===== config.mk =====
export PLATFORM = sky130hd
export DESIGN_NAME = wru_class_mem
export DESIGN_NICKNAME = d
export VERILOG_FILES = /design/src/rtl/core/weighted_rcp_rate_update_macros.svh /design/src/rtl/core/wru_class_mem.sv
export SDC_FILE = /design/constraint.sdc
export NUM_CORES = 1
export LEC_CHECK = 0
export BUFFER_PORTS_ARGS = -buffer_cell sky130_fd_sc_hd__buf_2
export CAP_MARGIN = 40
export CELL_PAD_IN_SITES_DETAIL_PLACEMENT = 0
export CELL_PAD_IN_SITES_GLOBAL_PLACEMENT = 1
export CORE_MARGIN = 1.5
export CORE_UTILIZATION = 40
export DETAILED_ROUTE_END_ITERATION = 10
export MAX_ROUTING_LAYER = met4
export PLACE_DENSITY = 0.69
export REMOVE_ABC_BUFFERS = 1
export SLEW_MARGIN = 30
export SYNTH_ARGS = -nofsm -noshare
export SYNTH_HDL_FRONTEND = slang
export SYNTH_SLANG_ARGS = --single-unit

===== constraint.sdc =====
create_clock -name clk -period 25 [get_ports clk]
set_input_delay 5 -clock clk [delete_from_list [all_inputs] [get_ports clk]]
set_output_delay 5 -clock clk [all_outputs]
set_load 0.1 [all_outputs]

===== src/rtl/core/weighted_rcp_rate_update_macros.svh =====
// Assertion macros for the weighted RCP rate update block.
// Used by the top level; no other dependencies.
`ifndef WEIGHTED_RCP_RATE_UPDATE_MACROS_SVH
`define WEIGHTED_RCP_RATE_UPDATE_MACROS_SVH
`define WRU_ASSERT_IMP(lbl, clk, rst_n, a, c) \
	lbl: assert property (@(posedge clk) disable iff (!rst_n) (a) |-> (c)) \
	else $error("wru check failed");
`define WRU_ASSERT_NEXT(lbl, clk, rst_n, a, c) \
	lbl: assert property (@(posedge clk) disable iff (!rst_n) (a) |=> (c)) \
	else $error("wru check failed");
`endif


===== src/rtl/core/wru_class_mem.sv =====
// Per-class state memory: last byte counter and smoothed rate, registered read.
// No dependencies.
`default_nettype none
module wru_class_mem (
	input  wire         clk,
	input  wire [3:0]   rd_idx,
	output logic [95:0] rd_data,
	input  wire         wr_en,
	input  wire [3:0]   wr_idx,
	input  wire [95:0]  wr_data
);
	logic [95:0] mem [16];
	always_ff @(posedge clk) begin
		if (wr_en)
			mem[wr_idx] <= wr_data;
		rd_data <= mem[rd_idx];
	end
endmodule
`default_nettype wire


# Word-level counts from Yosys, hierarchy flattened
# Memory sizes are Yosys's and may differ from the RTL's. A register that Yosys moved wholly into a read port is not among the register bits.
# Index checks and enable logic that the tools add are counted.
# totals
memories	1
mem_bits_rw	1536
reg_bits	0
word_cells	3
out_inout_bits	96
# op_classes
n_mux	2
# memory_table
name	depth	width	read_ports	rd_clocked_by_memory_dff	wr	line	text
mem	16	96	1	1	1	wru_class_mem.sv:12	logic [95:0] mem [16];
# op_table
op	n
two-way mux 1 bit	2

# Longest topological paths before layout
# logic_depth
ltp_word	2
ltp_mapped	6
depth_no_buf	3

# Least setup slack after synthesis
# OpenSTA, ideal clock, no wires.
# synth_timing
path_type	in2reg
from	in wr_idx[2]
to	mem mem[0][0] (enable)
arrival_ns	12.008
path_slack_ns	12.322
required_time_ns	24.330
path_stages	2
path_cell_list	or3b_2 -> nor3_1
# synth_rtl
element	line	text
start: declaration	wru_class_mem.sv:9	input wire [3:0] wr_idx,
end: declaration	wru_class_mem.sv:12	
# No word-level cell before the write port.

==> results <==
- The run finished with clean final reports.
- Detailed routing inserted a total of 27373 vias.
- The half-perimeter wire length after placement is 73600 um.
- Setup repair after global routing left no endpoint under its margin.
- The routed wire length is 140000 um.
- The number of clock buffers added by TritonCTS is 164.
- The H-tree was split into 4 levels.
- The floorplan step set the die height to 388 um.
- The critical path in this run is classified as input pin to flop.
- The total of cells resized after clock tree synthesis is 0.
- After clock tree synthesis, the clock-pin slew on the worst setup and hold paths is ~0.060 ns.
- The number of global-route vias before repair is ~29000.
- The weighted congestion at the end of routability-driven global placement is 0.714.
- The layout filler cell count is 11962.
- In this run the count of I/O pins placed on the die edge is just over 200.
- The die boundary width is just under 400 um.
- The detailed router finished its first iteration with between 2000 and 3000 violations.
- The power per cell area is 86.7 nW/um2.
- Entering global routing, the biggest net connects roughly 150 pins.
- The maximum fanout along the worst path is 54.
- The endpoint arrival time on the critical path is slightly below 9 ns.
- The area of the core is between 100000 and 150000 um2.
- Static timing analysis puts the maximum clock frequency at approximately 120 MHz.
- The class of the most critical hold timing path is flop to flop.
- The number of antenna-violating nets in the routed design is 0.
- At the end of the flow, the number of nets in the layout was between 2000 and 3000.
- The netlist uses 18 different library cells.
- The worst setup path is launched from an input pin.
- The post-route clock period utilization is 0.326.
- The worst-case IR drop observed on VDD is 0.0000533 V.
- The cell count after synthesis is 2460.
- The total negative setup slack is 0 ns.
- The number of pins with negative max-slew slack in the final report is 0.
- The synthesis-stage register bit count is 1632.
- The layout-stage area growth over the synthesis result is 16.3%.
- In this run the clock root is driven by a sky130_fd_sc_hd__clkbuf_16.
- After detailed routing, the average wire length per cell comes to 28.8 um.
- The type of element capturing the critical path is a flop.
- The initial core utilization is 0.402.
- The first detailed-routing pass took 5 iterations.
- In this run the core area contains 141 standard-cell rows.
- The final period demand of the worst path is 8.16 ns.
- The floorplan step defined a die boundary enclosing 151000 um2.
- The longest clock path from root to sink contains 3 buffers.
- Using the TritonRoute via totals, the vias-per-cell ratio works out to 5.62.
- The number of hold-slack violations in the final timing report was 0.
- The minimum setup slack among reg-to-reg paths is 23.45 ns.
- Each instance of the synthesized netlist takes up on average 24.1 um2.
- The analysis attributes to cell leakage a power of 22.1 nW.
- The register area share after synthesis is 0.809.
- Buffers placed on the I/O ports in this run total 201.
- For the worst setup path, the data required time is between 20 and 30 ns.
- The latest clock arrival within the worst-skew pair is 0.79 ns.
- In the global route stage, overall resource usage came out at 0.193.
- The cell area after placement is 63300 um2.
- The initial antenna violation count is 40.
- The fraction of the core area covered by cells at the end of the flow is 0.468.
- The number of buffers inserted by post-CTS setup repair is 0.
- The clock tree from TritonCTS is built.
- The worst-case clock skew is 0.0506 ns.
- The tool flagged a number of max-cap violations equal to 0.
- After synthesis the cells add up to slightly below 60000 um2.
- The first global-routing pass estimated 204000 um of wire.
- The remaining routing DRC violations is 0.
- The number of clock sinks is 1632.
- Setup violations remaining at the end of the flow were counted as 0.
- The aggregate global routing overflow is 0.
- For this design, the CTS-stage hold fixing added 0 buffers.
- The number of warnings issued by yosys is 0.
- Summing all non-filler instances in the final layout gives an area of 69000 um2.
- The transition time of the tightest slew-check pin is 0.961 ns.
- The share of post-route cells with drive strength above 1 is 0.320.
- Measured against its own limit, the worst slew margin works out to 0.359.
## critical path: stages
cell and delay (ns):
sky130_fd_sc_hd__buf_8 0.36, sky130_fd_sc_hd__buf_16 0.34, sky130_fd_sc_hd__buf_4 0.62, sky130_fd_sc_hd__buf_4 0.47, sky130_fd_sc_hd__buf_16 0.29, sky130_fd_sc_hd__buf_6 0.64
sky130_fd_sc_hd__mux4_2 0.59, sky130_fd_sc_hd__a22oi_1 0.20, sky130_fd_sc_hd__nand2_1 0.09
## routing by layer
metal | global-route usage | part of all wire
met1 | 0.258 | 0.41
met2 | 0.305 | 0.49
met3 | 0.0424 | 0.075
met4 | 0.0432 | 0.018
met5 | - | 0
## placed cells by master, fill, tap and decap left out, types with 4 or more instances in the layout
cell / synthesis / final
sky130_fd_sc_hd__nor3_2: 0 / 4
sky130_fd_sc_hd__diode_2: 0 / 23
sky130_fd_sc_hd__buf_12: 0 / 18
sky130_fd_sc_hd__buf_4: 19 / 46
sky130_fd_sc_hd__edfxtp_1: 1536 / 1536
sky130_fd_sc_hd__clkbuf_16: 0 / 166
sky130_fd_sc_hd__clkinv_2: 0 / 28
sky130_fd_sc_hd__clkinv_1: 0 / 21
sky130_fd_sc_hd__buf_2: 11 / 199
sky130_fd_sc_hd__clkbuf_8: 0 / 16
sky130_fd_sc_hd__mux4_2: 384 / 384
sky130_fd_sc_hd__nand2_1: 97 / 97
sky130_fd_sc_hd__dfxtp_1: 96 / 96
sky130_fd_sc_hd__bufinv_16: 0 / 19
sky130_fd_sc_hd__buf_6: 21 / 4
sky130_fd_sc_hd__nor2_4: 0 / 13
sky130_fd_sc_hd__clkbuf_1: 46 / 37
sky130_fd_sc_hd__a22oi_1: 192 / 192
sky130_fd_sc_hd__buf_16: 0 / 16
sky130_fd_sc_hd__clkinv_16: 0 / 5
## metrics by stage
stage	power [mW]	worst slack, ns	hold WS [ns]	cells
2_1_floorplan	3.39	12.32	0.635	2331
3_3_place_gp	3.52	15.51	0.643	4516
6_report	5.98	16.84	0.652	4870
4_1_cts	6.04	16.68	0.660	4842
5_1_grt	6.17	16.45	0.673	4867
3_5_place_dp	3.54	15.83	0.655	4541
## cells in the mapped netlist, drive strengths merged
cell type,number,area (um2)
or3b,1,8.76
dfxtp,96,1920
buf,83,554
a22oi,192,1440
mux4,384,8650
edfxtp,1536,46100
nand2b,2,12.5
nor2,13,48.8
nand3b,2,15.0
and2,1,6.26
nor2b,2,12.5
nand3,1,5.00
nand2,97,364
nor3,4,20.0
clkbuf,46,173
## where the power goes
part | internal [mW] | total (mW) | switching (mW) | leakage [nW]
Combinational | 0.109 | 0.395 | 0.286 | 4.71
Clock | 1.47 | 2.51 | 1.03 | 2.72
Sequential | 3.06 | 3.08 | 0.0248 | 14.7
## registers in the layout, summed over array words and instances (netlist names)
signal   flops
mem       1536
rd_data     96
## final timing paths
check	from	end	cells after the start
max	rd_idx[0]	rd_data[14]	9
max reg2reg	mem[2][7]	rd_data[7]	3
min reg2reg	mem[14][23]	rd_data[23]	3
min	mem[14][23]	rd_data[23]	3
## cells by family after synthesis
group,share of synthesized area
DFF,0.809
muxes,0.146
AOI/OAI and AO/OA,0.0243
buffers and inverters,0.0122
and+or+nand+nor,0.00831
## final cells by class
class / count / area [um2] / area share
flip-flops and latches: 1632 / 48000 / 0.696
multi-input cells: 699 / 10700 / 0.155
clock buffers: 219 / 4510 / 0.0654
well taps: 1930 / 2410 / 0.0350
repair buffers: 285 / 2220 / 0.0321
clock inverters: 82 / 1050 / 0.0152
diodes: 23 / 57.6 / 0.000834
No activity file was read; power rests on OpenSTA's default activity.
