<file path="src/rtl/core/weighted_rcp_rate_update_macros.svh">
// Assertion macros for the weighted RCP rate update block.
// Used by the top level; no other dependencies.
`ifndef WEIGHTED_RCP_RATE_UPDATE_MACROS_SVH
`define WEIGHTED_RCP_RATE_UPDATE_MACROS_SVH
`define WRU_ASSERT_IMP(lbl, clk, rst_n, a, c) \
	lbl: assert property (@(posedge clk) disable iff (!rst_n) (a) |-> (c)) \
	else $error("wru check failed");
`define WRU_ASSERT_NEXT(lbl, clk, rst_n, a, c) \
	lbl: assert property (@(posedge clk) disable iff (!rst_n) (a) |=> (c)) \
	else $error("wru check failed");
`endif

</file>
<file path="src/rtl/core/wru_pkg.sv">
// Package for the weighted RCP rate update block: payload types and constants.
// No dependencies.
`default_nettype none
package wru_pkg;
	localparam int unsigned NUM_CLASSES_DEF = 16;
	localparam int unsigned CFG_IDX_W = 2;
	localparam logic [CFG_IDX_W-1:0] REG_MAX_TX = 2'd0;
	localparam logic [CFG_IDX_W-1:0] REG_MIN_FAIR = 2'd1;
	localparam logic [CFG_IDX_W-1:0] REG_INTERVAL = 2'd2;
	localparam logic [1:0] ST_SKIP = 2'd0;
	localparam logic [1:0] ST_INTERVAL = 2'd1;
	localparam logic [1:0] ST_CLASS = 2'd2;
	localparam logic [31:0] SAT32 = 32'hFFFF_FFFF;

	typedef struct packed {
		logic        kind;
		logic [63:0] now_us;
		logic [63:0] total_bytes;
		logic [3:0]  class_index;
		logic [63:0] class_bytes;
		logic [15:0] class_weight;
		logic [31:0] class_min_rate;
		logic [31:0] class_max_rate;
		logic        class_is_static;
	} in_word_t;

	typedef struct packed {
		logic [1:0]  status;
		logic [19:0] fair_rate;
		logic [31:0] aggregate_rate;
		logic [31:0] class_rate;
		logic [31:0] class_smooth;
		logic [31:0] class_limit;
	} out_word_t;

	typedef struct packed {
		logic        start;
		logic [66:0] num;
		logic [63:0] den;
	} div_req_t;

	typedef struct packed {
		logic        done;
		logic [66:0] quo;
	} div_rsp_t;
endpackage
`default_nettype wire

</file>
<file path="src/rtl/core/wru_div.sv">
// Radix-2 restoring divider, one quotient bit per cycle, 67 by 64 bits.
// Depends on wru_pkg.
`default_nettype none
module wru_div (
	input  wire                clk,
	input  wire                arst_n,
	input  wru_pkg::div_req_t  req,
	output wru_pkg::div_rsp_t  rsp
);
	import wru_pkg::*;
	logic [66:0] q_q;
	logic [63:0] d_q;
	logic [64:0] r_q;
	logic [6:0]  cnt_q;
	logic        busy_q;
	logic        done_q;
	logic [64:0] sh;
	always_comb sh = {r_q[63:0], q_q[66]};
	always_ff @(posedge clk or negedge arst_n) begin
		if (!arst_n) begin
			busy_q <= 1'b0;
			cnt_q <= '0;
			done_q <= 1'b0;
			q_q <= '0;
			d_q <= '0;
			r_q <= '0;
		end else begin
			if (req.start) begin
				busy_q <= 1'b1;
				cnt_q <= 7'd67;
				q_q <= req.num;
				d_q <= req.den;
				r_q <= '0;
				done_q <= 1'b0;
			end else if (busy_q) begin
				if (sh >= {1'b0, d_q}) begin
					r_q <= sh - {1'b0, d_q};
					q_q <= {q_q[65:0], 1'b1};
				end else begin
					r_q <= sh;
					q_q <= {q_q[65:0], 1'b0};
				end
				cnt_q <= cnt_q - 7'd1;
				busy_q <= (cnt_q != 7'd1);
				done_q <= (cnt_q == 7'd1);
			end else begin
				done_q <= 1'b0;
			end
		end
	end
	assign rsp.done = done_q;
	assign rsp.quo = q_q;
endmodule
`default_nettype wire

</file>
<file path="config.mk">
export PLATFORM = sky130hd
export DESIGN_NAME = wru_div
export DESIGN_NICKNAME = d
export VERILOG_FILES = /design/src/rtl/core/weighted_rcp_rate_update_macros.svh /design/src/rtl/core/wru_pkg.sv /design/src/rtl/core/wru_div.sv
export SDC_FILE = /design/constraint.sdc
export NUM_CORES = 1
export LEC_CHECK = 0
export BUFFER_PORTS_ARGS = -buffer_cell sky130_fd_sc_hd__clkbuf_2
export CORE_AREA = 2 2 159 161
export CTS_BUF_LIST = sky130_fd_sc_hd__clkbuf_8
export DETAILED_ROUTE_END_ITERATION = 12
export DIE_AREA = 0 0 161 163
export PLACE_DENSITY = 0.73
export REMOVE_ABC_BUFFERS = 1
export SYNTH_ARGS = -nofsm -noshare
export SYNTH_HDL_FRONTEND = slang
export SYNTH_SLANG_ARGS = --single-unit
</file>
<file path="constraint.sdc">
create_clock -name clk -period 6.5 [get_ports clk]
set_clock_uncertainty 0.1 [all_clocks]
set_input_delay 1.625 -clock clk [delete_from_list [all_inputs] [get_ports clk]]
set_output_delay 1.625 -clock clk [all_outputs]
set_load 0.005 [all_outputs]
</file>
Yosys cells after proc, flatten, opt, wreduce, memory -nomap -nowiden
Index checks and enable logic that the tools add are counted.

word-level totals
  register bits after elaboration = 204
  word-level logic and storage cells = 24
  output and inout bits = 68
  input bits = 134

operators by class
  $lt $le $gt $ge = 1
  reduce and logical (&&, ||, !) cells = 1
  muxes and demuxes = 12
  equality and inequality tests = 2
  add/sub/neg operators = 2

operators by type and width
  cell                                               count
  two-way mux 64 bit                                 3
  two-way mux 67 bit                                 2
  greater-or-equal comparator 65 x 64 -> 1 bit       1
  subtractor 64 bit                                  1
  two-way mux 7 bit                                  2
  == test 7 x 1 -> 1 bit (second input constant)     1
  != test 7 x 1 -> 1 bit (second input constant)     1
  subtractor 7 x 1 -> 7 bit (second input constant)  1
  two-way mux 1 bit                                  5
  nonzero test 2 bit                                 1

Logic depth before layout (Yosys ltp)
  word-level depth = 4
  mapped depth = 15
  mapped depth without buffers = 13

Worst setup path after synthesis
Ideal clock, no wire load.

  kind = input -> register
  from = in req[131] (netlist bit)
  to = reg d_q[21]
  data arrival time = 2829 ps
  buffers on the path = 4
  data required time = 6263 ps
  path slack = 3434 ps
  cell stages on the path = 5
  setup time = 137 ps
  path through = clkbuf_1 > clkbuf_1 > clkbuf_1 > clkbuf_1 > o21ai_0

RTL lines
  what                  RTL line       source
  from (decl)           wru_div.sv:7   input wru_pkg::div_req_t req,
  to (signal assigned)  wru_div.sv:32  d_q <= req.den;
  to (decl)             wru_div.sv:12  logic [63:0] d_q;

No word-level cell between the ends.

Worst setup path after layout
  from = reg r_q[17]
  to = reg q_q[0]

on the way
  word-level cells in the longest chain between the ends = 4

ends and longest elaborated chain
  what                                          RTL line       source
  from (decl)                                   wru_div.sv:13  logic [64:0] r_q;
  from (signal assigned)                        wru_div.sv:37  r_q <= sh - {1'b0, d_q};
  from (signal assigned)                        wru_div.sv:40  r_q <= sh;
  greater-or-equal comparator 65 x 64 -> 1 bit  wru_div.sv:36  if (sh >= {1'b0, d_q}) begin
  two-way mux 1 bit                             wru_div.sv:36
  two-way mux 67 bit                            wru_div.sv:35  end else if (busy_q) begin
  two-way mux 67 bit                            wru_div.sv:28  if (req.start) begin
  to (signal assigned)                          wru_div.sv:31  q_q <= req.num;
  to (signal assigned)                          wru_div.sv:38  q_q <= {q_q[65:0], 1'b1};
  to (signal assigned)                          wru_div.sv:41  q_q <= {q_q[65:0], 1'b0};
  to (decl)                                     wru_div.sv:11  logic [66:0] q_q;

Every way passes these cells. The select of a mux whose other input is x is not followed.
A chain may end at the register's enable or synchronous reset.

==> impl_metrics.yaml <==
status:
  status: "finished clean"
clock_tree:
  cts_buffers: 37
  hold_buffers: 0
  post-cts-setup-buffers: 0
  clkLatencyLatePin_ns: 0.53
  clk_pin_slew_ns: 0.06
  root_buffer: "clkbuf_8"
  htreeDepth: 2
  clk_path_buf_depth: 3
  tritoncts: "built"
  ctsResizeCount: 0
  clkSinkCount: 204
power:
  peakVddDrop_mv: 0.178
  internal-power_mw: 3.44
  power_mw: 6.06
  p_comb_share_pct: 51.0
  p_clk_share_pct: 21.0
  power.switching_mw: 2.61
  p_leak_nw: 7.78
  powerDensity_mw_per_mm2: 402
  p_seq_share_pct: 28.0
  swShare_pct: 43.1
grt:
  antenna_found_initial: 0
  overflow: 0
  grt_max_degree: 124
  track_usage_pct: 25.9
  grt_pass1_vias: 11400
  grt_pass1_wl_mm: 56.4
route:
  dr.first_iter.drc_count: 1025
  routedWlPerCell_um: 16.4
  antenna_left: 0
  drc_errors: 0
  routed_wl_mm: 33.6
  first_pass_iters: 5
  vias: 11600
  viasPerCell: 5.66
logic_synthesis:
  synth_cell_type_count: 75
  synth_top_family_by_area: "compound AO/OA/AOI/OAI gates"
  ys_seq_elements: 204
  yosys.area.top_type_share_pct: 38.5
  ys_top_cells_by_area: "dfrtp_1 (39%), nand2_1 (8.1%), ha_1 (6.2%)"
  netlist_top_cells_count: "nand2_1 (286), dfrtp_1 (204), o21ai_0 (165)"
  synth_edf_count: 0
  synth-async-reset-ratio_pct: 100
  synth_top_cell_by_area: "dfrtp_1"
  muxShareOfSynthArea_pct: 5.52
  synth-simple-area-share_pct: 17.2
  synth_fa_ha_area_share_pct: 6.38
  ys_seq_area_share_pct: 38.5
  syn_inst: 1550
  synthXorXnorAreaFrac_pct: 3.97
  syn_avg_cell_area_um2: 8.55
  yosysMostFrequentCell: "nand2_1"
  synthesis.area_mm2: 0.0133
  synth_compound_area_share_pct: 22.4
  ys_warn_count: 0
  ys_dominant_reg_cell: "dfrtp_1"
worst_setup_path:
  worst-path-buf-inv: 1
  path_cells: "ha_1 > a21oi_1 > o21ai_0 > or3_1 > o211ai_2 > nand2_2 > o21ai_2 > o21a_2 > buf_4 > nor2_1 > a21oi_1 > o21ai_1"
  critPathTopFamily: "compound AO/OA/AOI/OAI gates"
  max_stage_delay_ns: 0.57
  cp.required_ns: 6.79
  worstPathMaxFanout: 48
  critPathCaptureType: "flop"
  cp.arrival_ns: 4.26
  critPathMostFrequentCell: "a21oi_1"
  path_class: "reg2reg"
  cp-start-kind: "flop"
  cp_slowest_cell: "buf_4"
placement:
  dp_hpwl_mm: 23.7
  gp_congestion: 0.948
  place_ws_ns: 2.63
  portBuffers: 201
die:
  io_pins: 202
  start_util_pct: 53.7
  fp.dieW_um: 161
  num_rows: 58
  core_mm2: 0.0247
  dieArea_mm2: 0.0262
  chipHeight_um: 163
timing:
  timing.final.crit_period_ns: 3.97
  slew_headroom_pct: 37.9
  fin_setup_tns_ns: 0
  hold_viol_final: 0
  fin_ws_ns: 2.53
  max_freq_mhz: 252
  setup_viol: 0
  worstMarginPinSlew_ns: 0.932
  slew_violations: 0
  rsz0062_at_grt: "no"
  period_share_pct: 61.1
cells_and_area:
  multi_input_comb_area_mm2: 0.00736
  syn_to_final_growth_pct: 13.5
  layout-drive-gt1-share_pct: 18.4
  diodes: 0
  final_nets: 1895
  fill_cells: 2269
  regArea_mm2: 0.00511
hold_path:
  hp-class: "reg2reg"
job:
  maxCapViolations: 0
## layout by cell type, fill, tap and decap left out, types with 29 or more instances in the layout
cell / count
nand2_1: 286
o21ai_0: 165
nor2_1: 109
clkbuf_8: 47
xnor2_1: 31
dfrtp_1: 203
inv_1: 87
clkbuf_2: 199
ha_1: 66
a21o_1: 33
xor2_1: 29
mux2i_1: 72
a21oi_1: 93
## cells by family (layout without fill, tap and decap cells)
family,count (synthesis),count (layout)
and+or+nand+nor,516,516
buffers and inverters,184,354
muxes,73,73
DFF,204,204
AOI/OAI and AO/OA,446,446
adders and majority gates,67,67
xor gates and xnor gates,60,60
## flip-flops by register name, summed over array words and instances, names as in the netlist
| signal | count |
|---|---|
| done_q | 1 |
| busy_q | 1 |
| cnt_q | 7 |
| q_q | 67 |
| d_q | 64 |
| r_q | 64 |
## tightest hold or removal path: cells and delay by family (launching register included)
kind                      cells  cell delay (ns)
and+or+nand+nor               1             0.06
xor gates and xnor gates      1             0.07
DFF                           1             0.35
## final cells by class
type,instances,share of cell area [%]
Tap cell,330,2.74
Clock inverter,19,0.923
Inverter,78,1.95
Timing Repair Buffer,211,7.31
Sequential cell,204,34.0
Multi-Input combinational cell,1162,48.9
Clock buffer,46,4.21
## per-layer routing
metal	GRT usage [%]	share of wire, %	vias up
li1	-	-	5713
met1	36.1	45	5419
met2	40.5	44	398
met3	5.37	7.4	75
met4	8.64	2.8	0
met5	0	0	-
## power by group through the flow
stage / clock network [mW] / registers (mW) / logic [mW]
global route: 1.36 / 1.72 / 3.44
CTS: 1.30 / 1.69 / 3.06
detailed placement: 0 / 1.71 / 3.04
global placement: 0 / 1.70 / 3.01
floorplan: 0 / 1.67 / 2.30
finish: 1.27 / 1.69 / 3.09
## per-stage QoR
stage / cell area, um2 / hold WS [ns] / instances / util, %
after floorplan: 12700 / 0.378 / 1444 / -
after global placement: 14300 / 0.401 / 1985 / 57.8
after detailed placement: 14300 / 0.401 / 1985 / 57.8
after CTS: 15000 / 0.421 / 2050 / 61.0
after global routing: 15000 / 0.462 / 2050 / 61.0
final: 15000 / 0.416 / 2050 / 61.0
## worst paths after layout
kind / from / to / slack, ns / cells after the start
worst max-delay path: r_q[17]$_DFFE_PN0P_ / q_q[0]$_DFFE_PN0P_ / 2.53 / 12
worst min-delay path: cnt_q[6]$_DFFE_PN0P_ / cnt_q[6]$_DFFE_PN0P_ / 0.42 / 2
worst max register to register: r_q[17]$_DFFE_PN0P_ / q_q[0]$_DFFE_PN0P_ / 2.53 / 12
worst min register to register: cnt_q[6]$_DFFE_PN0P_ / cnt_q[6]$_DFFE_PN0P_ / 0.42 / 2
max in group asynchronous: arst_n / r_q[55]$_DFFE_PN0P_ / 3.98 / 2
min in group asynchronous: arst_n / q_q[49]$_DFFE_PN0P_ / 1.11 / 1
Power figures use the tool's default switching activity.
